<file path="src/rtl/tec_pkg.sv">
// Shared widths, event codes, register indexes and reset values for the touch
// event and calibration block. No dependencies; compiled first.
`default_nettype none

package tec_pkg;

   // Field widths
   localparam int RAW_BITS   = 12;
   localparam int COORD_BITS = 10;
   localparam int GAIN_BITS  = 16;
   localparam int FRAC_BITS  = 16;
   localparam int EVENT_BITS = 2;

   // Configuration port
   localparam int CSR_INDEX_BITS = 3;
   localparam int CSR_DATA_BITS  = GAIN_BITS;

   localparam logic [CSR_INDEX_BITS-1:0] CSR_DISPLAY_WIDTH  = 3'd0;
   localparam logic [CSR_INDEX_BITS-1:0] CSR_DISPLAY_HEIGHT = 3'd1;
   localparam logic [CSR_INDEX_BITS-1:0] CSR_RAW_CENTER_X   = 3'd2;
   localparam logic [CSR_INDEX_BITS-1:0] CSR_RAW_CENTER_Y   = 3'd3;
   localparam logic [CSR_INDEX_BITS-1:0] CSR_GAIN_RAW_X     = 3'd4;
   localparam logic [CSR_INDEX_BITS-1:0] CSR_GAIN_RAW_Y     = 3'd5;

   // Register reset values
   localparam logic [COORD_BITS-1:0] RST_DISPLAY_WIDTH  = COORD_BITS'(240);
   localparam logic [COORD_BITS-1:0] RST_DISPLAY_HEIGHT = COORD_BITS'(320);
   localparam logic [RAW_BITS-1:0]   RST_RAW_CENTER_X   = RAW_BITS'(2160);
   localparam logic [RAW_BITS-1:0]   RST_RAW_CENTER_Y   = RAW_BITS'(2100);
   localparam logic [GAIN_BITS-1:0]  RST_GAIN_RAW_X     = GAIN_BITS'(5774);
   localparam logic [GAIN_BITS-1:0]  RST_GAIN_RAW_Y     = GAIN_BITS'(4397);

   // Touch tracker states, also the event codes on the response
   localparam logic [EVENT_BITS-1:0] EV_NONE = 2'd0;
   localparam logic [EVENT_BITS-1:0] EV_DOWN = 2'd1;
   localparam logic [EVENT_BITS-1:0] EV_HOLD = 2'd2;
   localparam logic [EVENT_BITS-1:0] EV_UP   = 2'd3;

endpackage : tec_pkg

`default_nettype wire

</file>
<file path="src/rtl/tec_if.sv">
// Request and response channel interfaces of the touch event block.
// Depends on tec_pkg for field widths.
`default_nettype none

interface tec_req_if import tec_pkg::*; ();
   logic                valid;
   logic                ready;
   logic                pen_down;
   logic                sample_valid;
   logic [RAW_BITS-1:0] raw_x;
   logic [RAW_BITS-1:0] raw_y;

   modport source (output valid, pen_down, sample_valid, raw_x, raw_y, input ready);
   modport sink   (input valid, pen_down, sample_valid, raw_x, raw_y, output ready);
endinterface : tec_req_if

interface tec_rsp_if import tec_pkg::*; ();
   logic                  valid;
   logic                  ready;
   logic [EVENT_BITS-1:0] touch_event;
   logic [COORD_BITS-1:0] point_x;
   logic [COORD_BITS-1:0] point_y;

   modport source (output valid, touch_event, point_x, point_y, input ready);
   modport sink   (input valid, touch_event, point_x, point_y, output ready);
endinterface : tec_rsp_if

`default_nettype wire

</file>
<file path="src/rtl/touch_event_and_calibration.sv">
// Top level of the touch event tracker with raw-to-screen calibration.
// Depends on tec_pkg and the channel interfaces in tec_if.sv.
//
// One request (a sensor poll) gives one response: the touch event (none,
// down, hold, up) and the screen point. A request is taken into an input
// register; from there the two axis multipliers, the range checks and the
// tracker update run and load the tracker state and last point (the response
// register) once that register is empty or being read. A request can be
// accepted every cycle while the response side keeps taking results. The
// tracker state and last point feed the next request, so requests are
// processed in order, one per cycle while responses are taken. Calibration
// registers are to be written by the user through the csr_ port only while
// no request is in flight; the block itself does not enforce this.
`default_nettype none

module touch_event_and_calibration import tec_pkg::*; (
   input  wire                       clock,
   input  wire                       reset,
   tec_req_if.sink                   req_if,
   tec_rsp_if.source                 rsp_if,
   input  wire                       csr_wr_en,
   input  wire [CSR_INDEX_BITS-1:0]  csr_index,
   input  wire [CSR_DATA_BITS-1:0]   csr_wr_data
);

   localparam int DIFF_W = RAW_BITS + 1;
   localparam int PROD_W = DIFF_W + GAIN_BITS + 1;
   localparam int SUM_W  = PROD_W + 1;
   localparam int QUO_W  = SUM_W - FRAC_BITS;
   localparam int HALF_W = COORD_BITS - 1;

   typedef struct packed {
      logic                  ok;
      logic [COORD_BITS-1:0] value;
   } axis_type;

   // Scale one axis: trunc(diff * gain / 2^16 + half), checked against 0..bound
   function automatic axis_type map_axis(
      input logic signed [DIFF_W-1:0] diff,
      input logic [GAIN_BITS-1:0]     gain,
      input logic [HALF_W-1:0]        half,
      input logic [COORD_BITS-1:0]    bound
   );
      logic signed [PROD_W-1:0] prod;
      logic signed [SUM_W-1:0]  sum;
      logic        [QUO_W-1:0]  quo;
      axis_type                 res;
      prod = PROD_W'(diff) * PROD_W'($signed({1'b0, gain}));
      sum  = SUM_W'(prod) + $signed(SUM_W'({half, {FRAC_BITS{1'b0}}}));
      quo  = sum[SUM_W-1:FRAC_BITS];
      res.value = quo[COORD_BITS-1:0];
      res.ok    = 1'b0;
      if (!sum[SUM_W-1]) begin
         res.ok = (quo[QUO_W-2:0] <= (QUO_W-1)'(bound));
      end else if ((&quo) && (sum[FRAC_BITS-1:0] != '0)) begin
         // a sum just below zero truncates to zero
         res.ok    = 1'b1;
         res.value = '0;
      end
      return res;
   endfunction

   // Calibration registers
   logic [COORD_BITS-1:0] display_width_ff, display_height_ff;
   logic [RAW_BITS-1:0]   raw_center_x_ff, raw_center_y_ff;
   logic [GAIN_BITS-1:0]  gain_raw_x_ff, gain_raw_y_ff;

   always_ff @(posedge clock) begin
      if (reset) begin
         display_width_ff  <= RST_DISPLAY_WIDTH;
         display_height_ff <= RST_DISPLAY_HEIGHT;
         raw_center_x_ff   <= RST_RAW_CENTER_X;
         raw_center_y_ff   <= RST_RAW_CENTER_Y;
         gain_raw_x_ff     <= RST_GAIN_RAW_X;
         gain_raw_y_ff     <= RST_GAIN_RAW_Y;
      end else if (csr_wr_en) begin
         case (csr_index)
            CSR_DISPLAY_WIDTH:  display_width_ff  <= csr_wr_data[COORD_BITS-1:0];
            CSR_DISPLAY_HEIGHT: display_height_ff <= csr_wr_data[COORD_BITS-1:0];
            CSR_RAW_CENTER_X:   raw_center_x_ff   <= csr_wr_data[RAW_BITS-1:0];
            CSR_RAW_CENTER_Y:   raw_center_y_ff   <= csr_wr_data[RAW_BITS-1:0];
            CSR_GAIN_RAW_X:     gain_raw_x_ff     <= csr_wr_data[GAIN_BITS-1:0];
            CSR_GAIN_RAW_Y:     gain_raw_y_ff     <= csr_wr_data[GAIN_BITS-1:0];
            default: ;
         endcase
      end
   end

   // Handshake control
   logic in_valid_ff, in_valid_in;
   logic out_valid_ff, out_valid_in;
   logic advance, load, req_take;

   assign advance      = !out_valid_ff || rsp_if.ready;
   assign load         = in_valid_ff && advance;
   assign req_if.ready = !in_valid_ff || load;
   assign req_take     = req_if.valid && req_if.ready;

   always_comb begin
      in_valid_in = in_valid_ff;
      if (req_take) begin
         in_valid_in = 1'b1;
      end else if (load) begin
         in_valid_in = 1'b0;
      end
      out_valid_in = out_valid_ff;
      if (load) begin
         out_valid_in = 1'b1;
      end else if (rsp_if.ready) begin
         out_valid_in = 1'b0;
      end
   end

   always_ff @(posedge clock) begin
      if (reset) begin
         in_valid_ff  <= 1'b0;
         out_valid_ff <= 1'b0;
      end else begin
         in_valid_ff  <= in_valid_in;
         out_valid_ff <= out_valid_in;
      end
   end

   // Input register
   logic                pen_down_ff, sample_valid_ff;
   logic [RAW_BITS-1:0] raw_x_ff, raw_y_ff;

   always_ff @(posedge clock) begin
      if (req_take) begin
         pen_down_ff     <= req_if.pen_down;
         sample_valid_ff <= req_if.sample_valid;
         raw_x_ff        <= req_if.raw_x;
         raw_y_ff        <= req_if.raw_y;
      end
   end

   // Tracker state and last point; these also form the response register
   logic [EVENT_BITS-1:0] touch_state_ff, touch_state_in;
   logic [COORD_BITS-1:0] last_x_ff, last_x_in;
   logic [COORD_BITS-1:0] last_y_ff, last_y_in;

   // Axis selection: portrait swaps the axes and flips the raw X direction
   logic                     portrait;
   logic signed [DIFF_W-1:0] diff_x, diff_y, diff_x_neg;
   logic signed [DIFF_W-1:0] x_diff, y_diff;
   logic [GAIN_BITS-1:0]     x_gain, y_gain;
   axis_type                 x_map, y_map;

   assign portrait   = display_width_ff < display_height_ff;
   assign diff_x     = $signed({1'b0, raw_x_ff}) - $signed({1'b0, raw_center_x_ff});
   assign diff_x_neg = $signed({1'b0, raw_center_x_ff}) - $signed({1'b0, raw_x_ff});
   assign diff_y     = $signed({1'b0, raw_y_ff}) - $signed({1'b0, raw_center_y_ff});

   assign x_diff = portrait ? diff_y : diff_x;
   assign x_gain = portrait ? gain_raw_y_ff : gain_raw_x_ff;
   assign y_diff = portrait ? diff_x_neg : diff_y;
   assign y_gain = portrait ? gain_raw_x_ff : gain_raw_y_ff;

   assign x_map = map_axis(x_diff, x_gain, display_width_ff[COORD_BITS-1:1],
                           display_width_ff);
   assign y_map = map_axis(y_diff, y_gain, display_height_ff[COORD_BITS-1:1],
                           display_height_ff);

   // Event and point update
   logic [EVENT_BITS-1:0] next_event;
   logic                  map_en;

   always_comb begin
      if (pen_down_ff) begin
         next_event = (touch_state_ff == EV_NONE || touch_state_ff == EV_UP)
                    ? EV_DOWN : EV_HOLD;
      end else begin
         next_event = (touch_state_ff == EV_DOWN || touch_state_ff == EV_HOLD)
                    ? EV_UP : EV_NONE;
      end
      map_en = (next_event == EV_DOWN || next_event == EV_HOLD) && sample_valid_ff;

      last_x_in = (map_en && x_map.ok) ? x_map.value : last_x_ff;
      last_y_in = (map_en && y_map.ok) ? y_map.value : last_y_ff;

      // a press that lands on the last point reports nothing
      touch_state_in = next_event;
      if (next_event == EV_DOWN && last_x_in == last_x_ff && last_y_in == last_y_ff) begin
         touch_state_in = EV_NONE;
      end
   end

   always_ff @(posedge clock) begin
      if (reset) begin
         touch_state_ff <= EV_NONE;
         last_x_ff      <= '0;
         last_y_ff      <= '0;
      end else if (load) begin
         touch_state_ff <= touch_state_in;
         last_x_ff      <= last_x_in;
         last_y_ff      <= last_y_in;
      end
   end

   assign rsp_if.valid       = out_valid_ff;
   assign rsp_if.touch_event = touch_state_ff;
   assign rsp_if.point_x     = last_x_ff;
   assign rsp_if.point_y     = last_y_ff;

   // Checks
   a_down_moves_point: assert property (@(posedge clock) disable iff (reset)
      (load && touch_state_in == EV_DOWN) |=>
         (last_x_ff != $past(last_x_ff) || last_y_ff != $past(last_y_ff)))
      else $error("down event reported on the previous point");

   a_idle_events_hold_point: assert property (@(posedge clock) disable iff (reset)
      (load && (touch_state_in == EV_NONE || touch_state_in == EV_UP)) |=>
         ($stable(last_x_ff) && $stable(last_y_ff)))
      else $error("point changed on a none or up event");

   a_hold_follows_press: assert property (@(posedge clock) disable iff (reset)
      (load && touch_state_in == EV_HOLD) |=>
         ($past(touch_state_ff) == EV_DOWN || $past(touch_state_ff) == EV_HOLD))
      else $error("hold event without a preceding press");

   a_empty_output_takes_request: assert property (@(posedge clock) disable iff (reset)
      (!out_valid_ff && in_valid_ff) |=> out_valid_ff)
      else $error("pending request not moved to an empty response register");

endmodule : touch_event_and_calibration

`default_nettype wire

</file>
<file path="src/flat_wrapper.sv">
// flat-port wrapper written by rule: the top's interface ports become plain ports
module touch_event_and_calibration_flat import tec_pkg::*;
  (clock, reset, csr_wr_en, csr_index, csr_wr_data, req_if_valid, req_if_pen_down, req_if_sample_valid, req_if_raw_x, req_if_raw_y, req_if_ready, rsp_if_valid, rsp_if_touch_event, rsp_if_point_x, rsp_if_point_y, rsp_if_ready);
  tec_req_if req_if_i ();
  tec_rsp_if rsp_if_i ();
  input  wire clock;
  input  wire reset;
  input  wire csr_wr_en;
  input  wire [CSR_INDEX_BITS-1:0] csr_index;
  input  wire [CSR_DATA_BITS-1:0] csr_wr_data;
  input wire logic [$bits(req_if_i.valid)-1:0] req_if_valid;
  input wire logic [$bits(req_if_i.pen_down)-1:0] req_if_pen_down;
  input wire logic [$bits(req_if_i.sample_valid)-1:0] req_if_sample_valid;
  input wire logic [$bits(req_if_i.raw_x)-1:0] req_if_raw_x;
  input wire logic [$bits(req_if_i.raw_y)-1:0] req_if_raw_y;
  output wire logic [$bits(req_if_i.ready)-1:0] req_if_ready;
  output wire logic [$bits(rsp_if_i.valid)-1:0] rsp_if_valid;
  output wire logic [$bits(rsp_if_i.touch_event)-1:0] rsp_if_touch_event;
  output wire logic [$bits(rsp_if_i.point_x)-1:0] rsp_if_point_x;
  output wire logic [$bits(rsp_if_i.point_y)-1:0] rsp_if_point_y;
  input wire logic [$bits(rsp_if_i.ready)-1:0] rsp_if_ready;
  assign req_if_i.valid = req_if_valid;
  assign req_if_i.pen_down = req_if_pen_down;
  assign req_if_i.sample_valid = req_if_sample_valid;
  assign req_if_i.raw_x = req_if_raw_x;
  assign req_if_i.raw_y = req_if_raw_y;
  assign req_if_ready = req_if_i.ready;
  assign rsp_if_valid = rsp_if_i.valid;
  assign rsp_if_touch_event = rsp_if_i.touch_event;
  assign rsp_if_point_x = rsp_if_i.point_x;
  assign rsp_if_point_y = rsp_if_i.point_y;
  assign rsp_if_i.ready = rsp_if_ready;
  touch_event_and_calibration u_core (.clock(clock), .reset(reset), .req_if(req_if_i), .rsp_if(rsp_if_i), .csr_wr_en(csr_wr_en), .csr_index(csr_index), .csr_wr_data(csr_wr_data));
endmodule
</file>
<file path="config.mk">
export PLATFORM = sky130hd
export DESIGN_NAME = touch_event_and_calibration_flat
export DESIGN_NICKNAME = d
export VERILOG_FILES = /design/src/rtl/tec_pkg.sv /design/src/rtl/tec_if.sv /design/src/rtl/touch_event_and_calibration.sv /design/src/flat_wrapper.sv
export SDC_FILE = /design/constraint.sdc
export NUM_CORES = 1
export LEC_CHECK = 0
export BUFFER_PORTS_ARGS = -buffer_cell sky130_fd_sc_hd__buf_4
export CELL_PAD_IN_SITES_DETAIL_PLACEMENT = 0
export CELL_PAD_IN_SITES_GLOBAL_PLACEMENT = 1
export CORE_MARGIN = 3
export CORE_UTILIZATION = 40
export DETAILED_ROUTE_END_ITERATION = 10
export GPL_ROUTABILITY_DRIVEN = 0
export GPL_TIMING_DRIVEN = 0
export PLACE_DENSITY_LB_ADDON = 0.08
export SLEW_MARGIN = 20
export SYNTH_ARGS = -nofsm -noshare
export SYNTH_HDL_FRONTEND = slang
export SYNTH_SLANG_ARGS = --single-unit
</file>
<file path="constraint.sdc">
create_clock -name clock -period 15.48 [get_ports clock]
set_input_delay 3.096 -clock clock [delete_from_list [all_inputs] [get_ports clock]]
set_output_delay 3.096 -clock clock [all_outputs]
set_load 0.05 [all_outputs]
</file>
# After elaboration in Yosys (flattened, before gate mapping)
# Index checks and enable logic that the tools add are counted.
[word_totals]
output_inout_bits = 24
register_bits = 126
in_bits = 50
[classes]
addsub = 5
multipliers = 2
eq_ne = 12
magnitude_cmp = 3
reduce_logical = 30
muxes = 20
[op_table]
columns = ["cell", "n"]
rows = [
  ["adder 30 x 26 -> 31 bit", 2],
  ["multiplier 13 x 17 -> 30 bit", 2],
  ["2-to-1 mux 10 bit", 4],
  ["subtractor 12 x 12 -> 13 bit", 3],
  ["2-to-1 mux 16 bit", 2],
  ["nonzero test 16 bit", 2],
  ["AND reduction 15 bit", 2],
  ["less-or-equal comparator 14 x 10 -> 1 bit", 2],
  ["2-to-1 mux 13 bit", 2],
  ["2-to-1 mux 11 bit", 2],
  ["== test 10 bit", 2],
  ["AND reduction 2 bit", 6],
  ["less-than comparator 10 bit", 1],
  ["logical AND 1 bit", 9],
  ["2-to-1 mux 2 bit", 4],
  ["== test 2 bit (second input constant)", 3],
  ["== test 3 x 2 -> 1 bit (second input constant)", 2],
  ["== test 3 bit (second input constant)", 2],
  ["2-to-1 mux 1 bit", 6],
  ["logical OR 1 bit", 5],
  ["== test 2 x 1 -> 1 bit (second input constant)", 2],
  ["nonzero test 2 bit", 2],
  ["== test 3 x 1 -> 1 bit (second input constant)", 1],
  ["zero test 3 bit", 1],
  ["2 further kinds", 3],
]

# Logic depth before layout (Yosys ltp)
[logic_depth]
word_depth = 14
mapped_depth = 50
ltp_nobuf = 49

# Worst setup path after synthesis
# OpenSTA, ideal clock, no wires.
[synth_timing]
kind = "register to register"
startpoint = "register u_core.display_height_ff[8]"
endpoint = "register u_core.touch_state_ff[0], in the netlist u_core.rsp_if.touch_event[0]"
t_arrival_ps = 10563
stages_incl_launch_ff = 42
setup_ps = 132
path_slack_ps = 4784
cell_sequence = "dfxtp_1 -> inv_1 -> ha_1 -> a2111oi_0 -> nand2b_1 -> a21o_1 -> nand2_1 -> clkbuf_1 -> buf_1 -> clkbuf_1 -> mux2i_1 -> nor2_1 -> fa_1 -> inv_1 -> fa_1 -> inv_1 -> fa_1 -> fa_1 -> [6 not listed] -> or3_1 -> o21a_1 -> a211o_1 -> and2_1 -> o21ai_1 -> xor2_1 -> ha_1 -> a21o_1 -> a21oi_1 -> o21ai_0 -> o31ai_1 -> or3b_1 -> a2111oi_4 -> and2_4 -> nand2_1 -> a22o_1 -> nor4_1 -> o32ai_1"
[synth_via]
elab_chain_len = 14
[synth_rtl]
columns = ["element", "line_no", "rtl"]
rows = [
  ["start, declared", "touch_event_and_calibration.sv:64", "logic [COORD_BITS-1:0] display_width_ff, display_height_ff;"],
  ["start signal, assigned", "touch_event_and_calibration.sv:79", "CSR_DISPLAY_HEIGHT: display_height_ff <= csr_wr_data[COORD_BITS-1:0];"],
  ["parallel branches: the longest is 12 deep, another holds adder 30 x 26 -> 31 bit", "--", ""],
  ["logical AND 1 bit (*)", "touch_event_and_calibration.sv:183", "if (next_event == EV_DOWN && last_x_in == last_x_ff && last_y_in == last_y_ff) begin"],
  ["2-to-1 mux 2 bit (*)", "touch_event_and_calibration.sv:183", ""],
  ["end signal, assigned", "touch_event_and_calibration.sv:194", "touch_state_ff <= touch_state_in;"],
  ["end, declared", "touch_event_and_calibration.sv:138", "logic [EVENT_BITS-1:0] touch_state_ff, touch_state_in;"],
]
# Every way passes the cells marked *.
# A chain may end at the register's enable or synchronous reset.

# Worst setup path after layout
# Same ends and word-level chain as after synthesis.

==> metrics <==
Synth Register Bits=126; Mapped Nets=between 3000 and 4000; most common cell after layout, fill and taps aside=nand2_1; Final TNS setup=0 ps; Worst-Margin Slew=between 1000 and 1500 ps; layout cell share with drive strength beyond 1=0.06703; Post-CTS Setup Inserts=0; vias per cell=5.274; Setup CP Type=reg -> reg; total number of vias=roughly 19000; die height=between 200 and 250 um; Simple-Gate Fraction of Synth Area=0.1775; WL met1=around 34000 um; CP top delay family=compound AO/OA/AOI/OAI gates; most frequent cells in the layout=nand2_1, inv_1, fa_1; Total GRT Usage=0.2445; clock transition at the registers of the reported paths=around 60 ps; per-cell routed wire length=approximately 20 um; adder-cell area share of the yosys netlist=0.4386; Port Buf Inserts=between 70 and 80; Setup crit start kind=flop; Clock Tree Root=clkbuf_16; status=finished, final reports clean; Die X-Extent=242.7 um; Cell variety after synth=80; FMAX=~73 MHz; CTS tree=built; cts bufs inserted=17; largest net degree at the start of global routing=24; Initial Util=0.4058; Hold Buf Count CTS=0; met3 wire length=3267 um; mux contribution to synthesized area=0.03826; endpoint class of the critical path=flop; Max-Cap Viols=0; fin crit period=~14000 ps; die footprint=58880 um^2; clock buffer depth=2; clk_lat worst skew=approximately 450 ps; CTS sink cnt=126; PostCTS Resize Cnt=0; Hold WC Path Type=reg -> reg; n_diodes=0; Post-synth ARST share=0; RSZ-0062 raised after global routing=no; WP data required=~16000 ps; Yosys warning count=0; # H-tree levels=4; Synth Cell Area=roughly 22000 um^2; # rows=between 80 and 90; Final Max Tran Viols=0; CP max stage delay=between 800 and 900 ps; Post-synth EDFFs=26; Nets=3400; Final ANT Viol Nets=0; final setup vio count=0; area grow syn2layout=9.657%; Bufs and invs on worst path=10; crit-path max FO=10; Synth Area in Compound Gates=0.1058; Final Hold Violating Endpoints=0; Most Frequent Cell on Critical Path=fa_1; DRC Markers=0; initial antenna violation count=1; Core ar.=between 50000 and 60000 um^2; DRT iter0 DRCs=1245; routed wl met2=32470 um; worst relative slew slack=0.1904; R2R Setup Slk=roughly 1800 ps; # IOs=between 70 and 80; Post-DP HPWL=59730 um; fin crit share=0.8861; Syn Area/Cell=roughly 8.4 um^2; Worst path slowest cell=mux2i_1; Fillers=~5600; synthesized instance count=around 2700; GRT Residual Overflow=0; largest family of logic cells by synthesized area=adder cells; Final Skew=16.22 ps; WP data arrival=14020 ps; uppermost routed layer=met4; Synth Area in XOR/XNOR=0.02698; first-pass GRT wire length=around 110000 um; Seq/Total Area, Yosys=0.1242; drt total wl=between 70000 and 80000 um; prevailing post-synth register cell=dfxtp_1; TritonRoute pass-1 iters=5; vias in the first global route=18817
## worst min-delay path, delay by kind of cell (launching register included)
family,cells,cell delay (ps)
compound gates,1,50
flops,1,310
simple gates,1,50
## layout make-up
class | count | area [um^2] | share of cell area
Clock buffer | 25 | 528.0 | 0.02149
Clock inverter | 7 | 97.59 | 0.003973
Tap cell | 748 | 935.9 | 0.03810
Inverter | 437 | 1640 | 0.06677
Buffer | 90 | 345.3 | 0.01406
Timing Repair Buffer | 75 | 575.6 | 0.02343
Sequential cell | 126 | 2783 | 0.1133
Multi-Input combinational cell | 2015 | 17660 | 0.7189
## routing by layer
metal  vias up  GRT usage
li1       8724          -
met1      9315     0.3569
met2       474     0.3912
met3        66    0.02850
met4         0    0.05202
met5         -          0
## sequential cells by signal (all words and copies together), names as in the netlist, 2 cells and up
signal	flops
u_core.raw_center_x_ff	12
u_core.raw_x_ff	12
u_core.raw_center_y_ff	12
u_core.display_width_ff	10
u_core.gain_raw_x_ff	16
u_core.rsp_if.point_y	10
u_core.rsp_if.touch_event	2
u_core.gain_raw_y_ff	16
u_core.raw_y_ff	12
u_core.display_height_ff	10
u_core.rsp_if.point_x	10
## cell usage after synthesis, drive strengths merged (25+ instances only)
cell / count / share of area
nand2: 521 / 0.087
inv: 437 / 0.073
fa: 329 / 0.29
ha: 259 / 0.14
nor2: 188 / 0.031
a21oi: 141 / 0.032
dfxtp: 100 / 0.089
clkbuf: 81 / 0.014
o21ai: 62 / 0.014
mux2: 45 / 0.023
and2: 41 / 0.012
mux2i: 35 / 0.016
xnor2: 35 / 0.014
xor2: 34 / 0.013
nor2b: 27 / 0.0075
edfxtp: 26 / 0.035
nand3: 26 / 0.0058
a21o: 25 / 0.0084
## path summary, 6_finish.rpt
path | startpoint | endpoint | depth (start not counted)
setup reg to reg | u_core.display_height_ff[8] | u_core.rsp_if.touch_event[0] | 41
hold reg to reg | u_core.raw_center_y_ff[8] | u_core.raw_center_y_ff[8] | 2
setup / recovery | u_core.display_height_ff[8] | u_core.rsp_if.touch_event[0] | 41
hold / removal | u_core.raw_center_y_ff[8] | u_core.raw_center_y_ff[8] | 2
## per-stage QoR
step                      setup slack (ps)  cells  area [um^2]  hold WS (ps)  utilization
after floorplan                       4784   2668        22400         436.3            -
after global placement                2073   3488        23880         441.9       0.4326
after detailed placement              1960   3491        23940         453.7       0.4336
after CTS                             1931   3523        24560         462.0       0.4449
after global routing                 836.8   3523        24570         481.5       0.4450
final                                 1763   3523        24570         460.2       0.4450
## cell families after synthesis
group | Yosys count
xor gates and xnor gates | 69
DFF | 126
buffers and inverters | 527
and+or+nand+nor | 918
adders and majority gates | 588
muxes | 80
AOI/OAI and AO/OA | 360
Power is left out: the tool's default activity adds up to more than one toggle a clock period on the data nets, which glitch-free logic cannot reach.
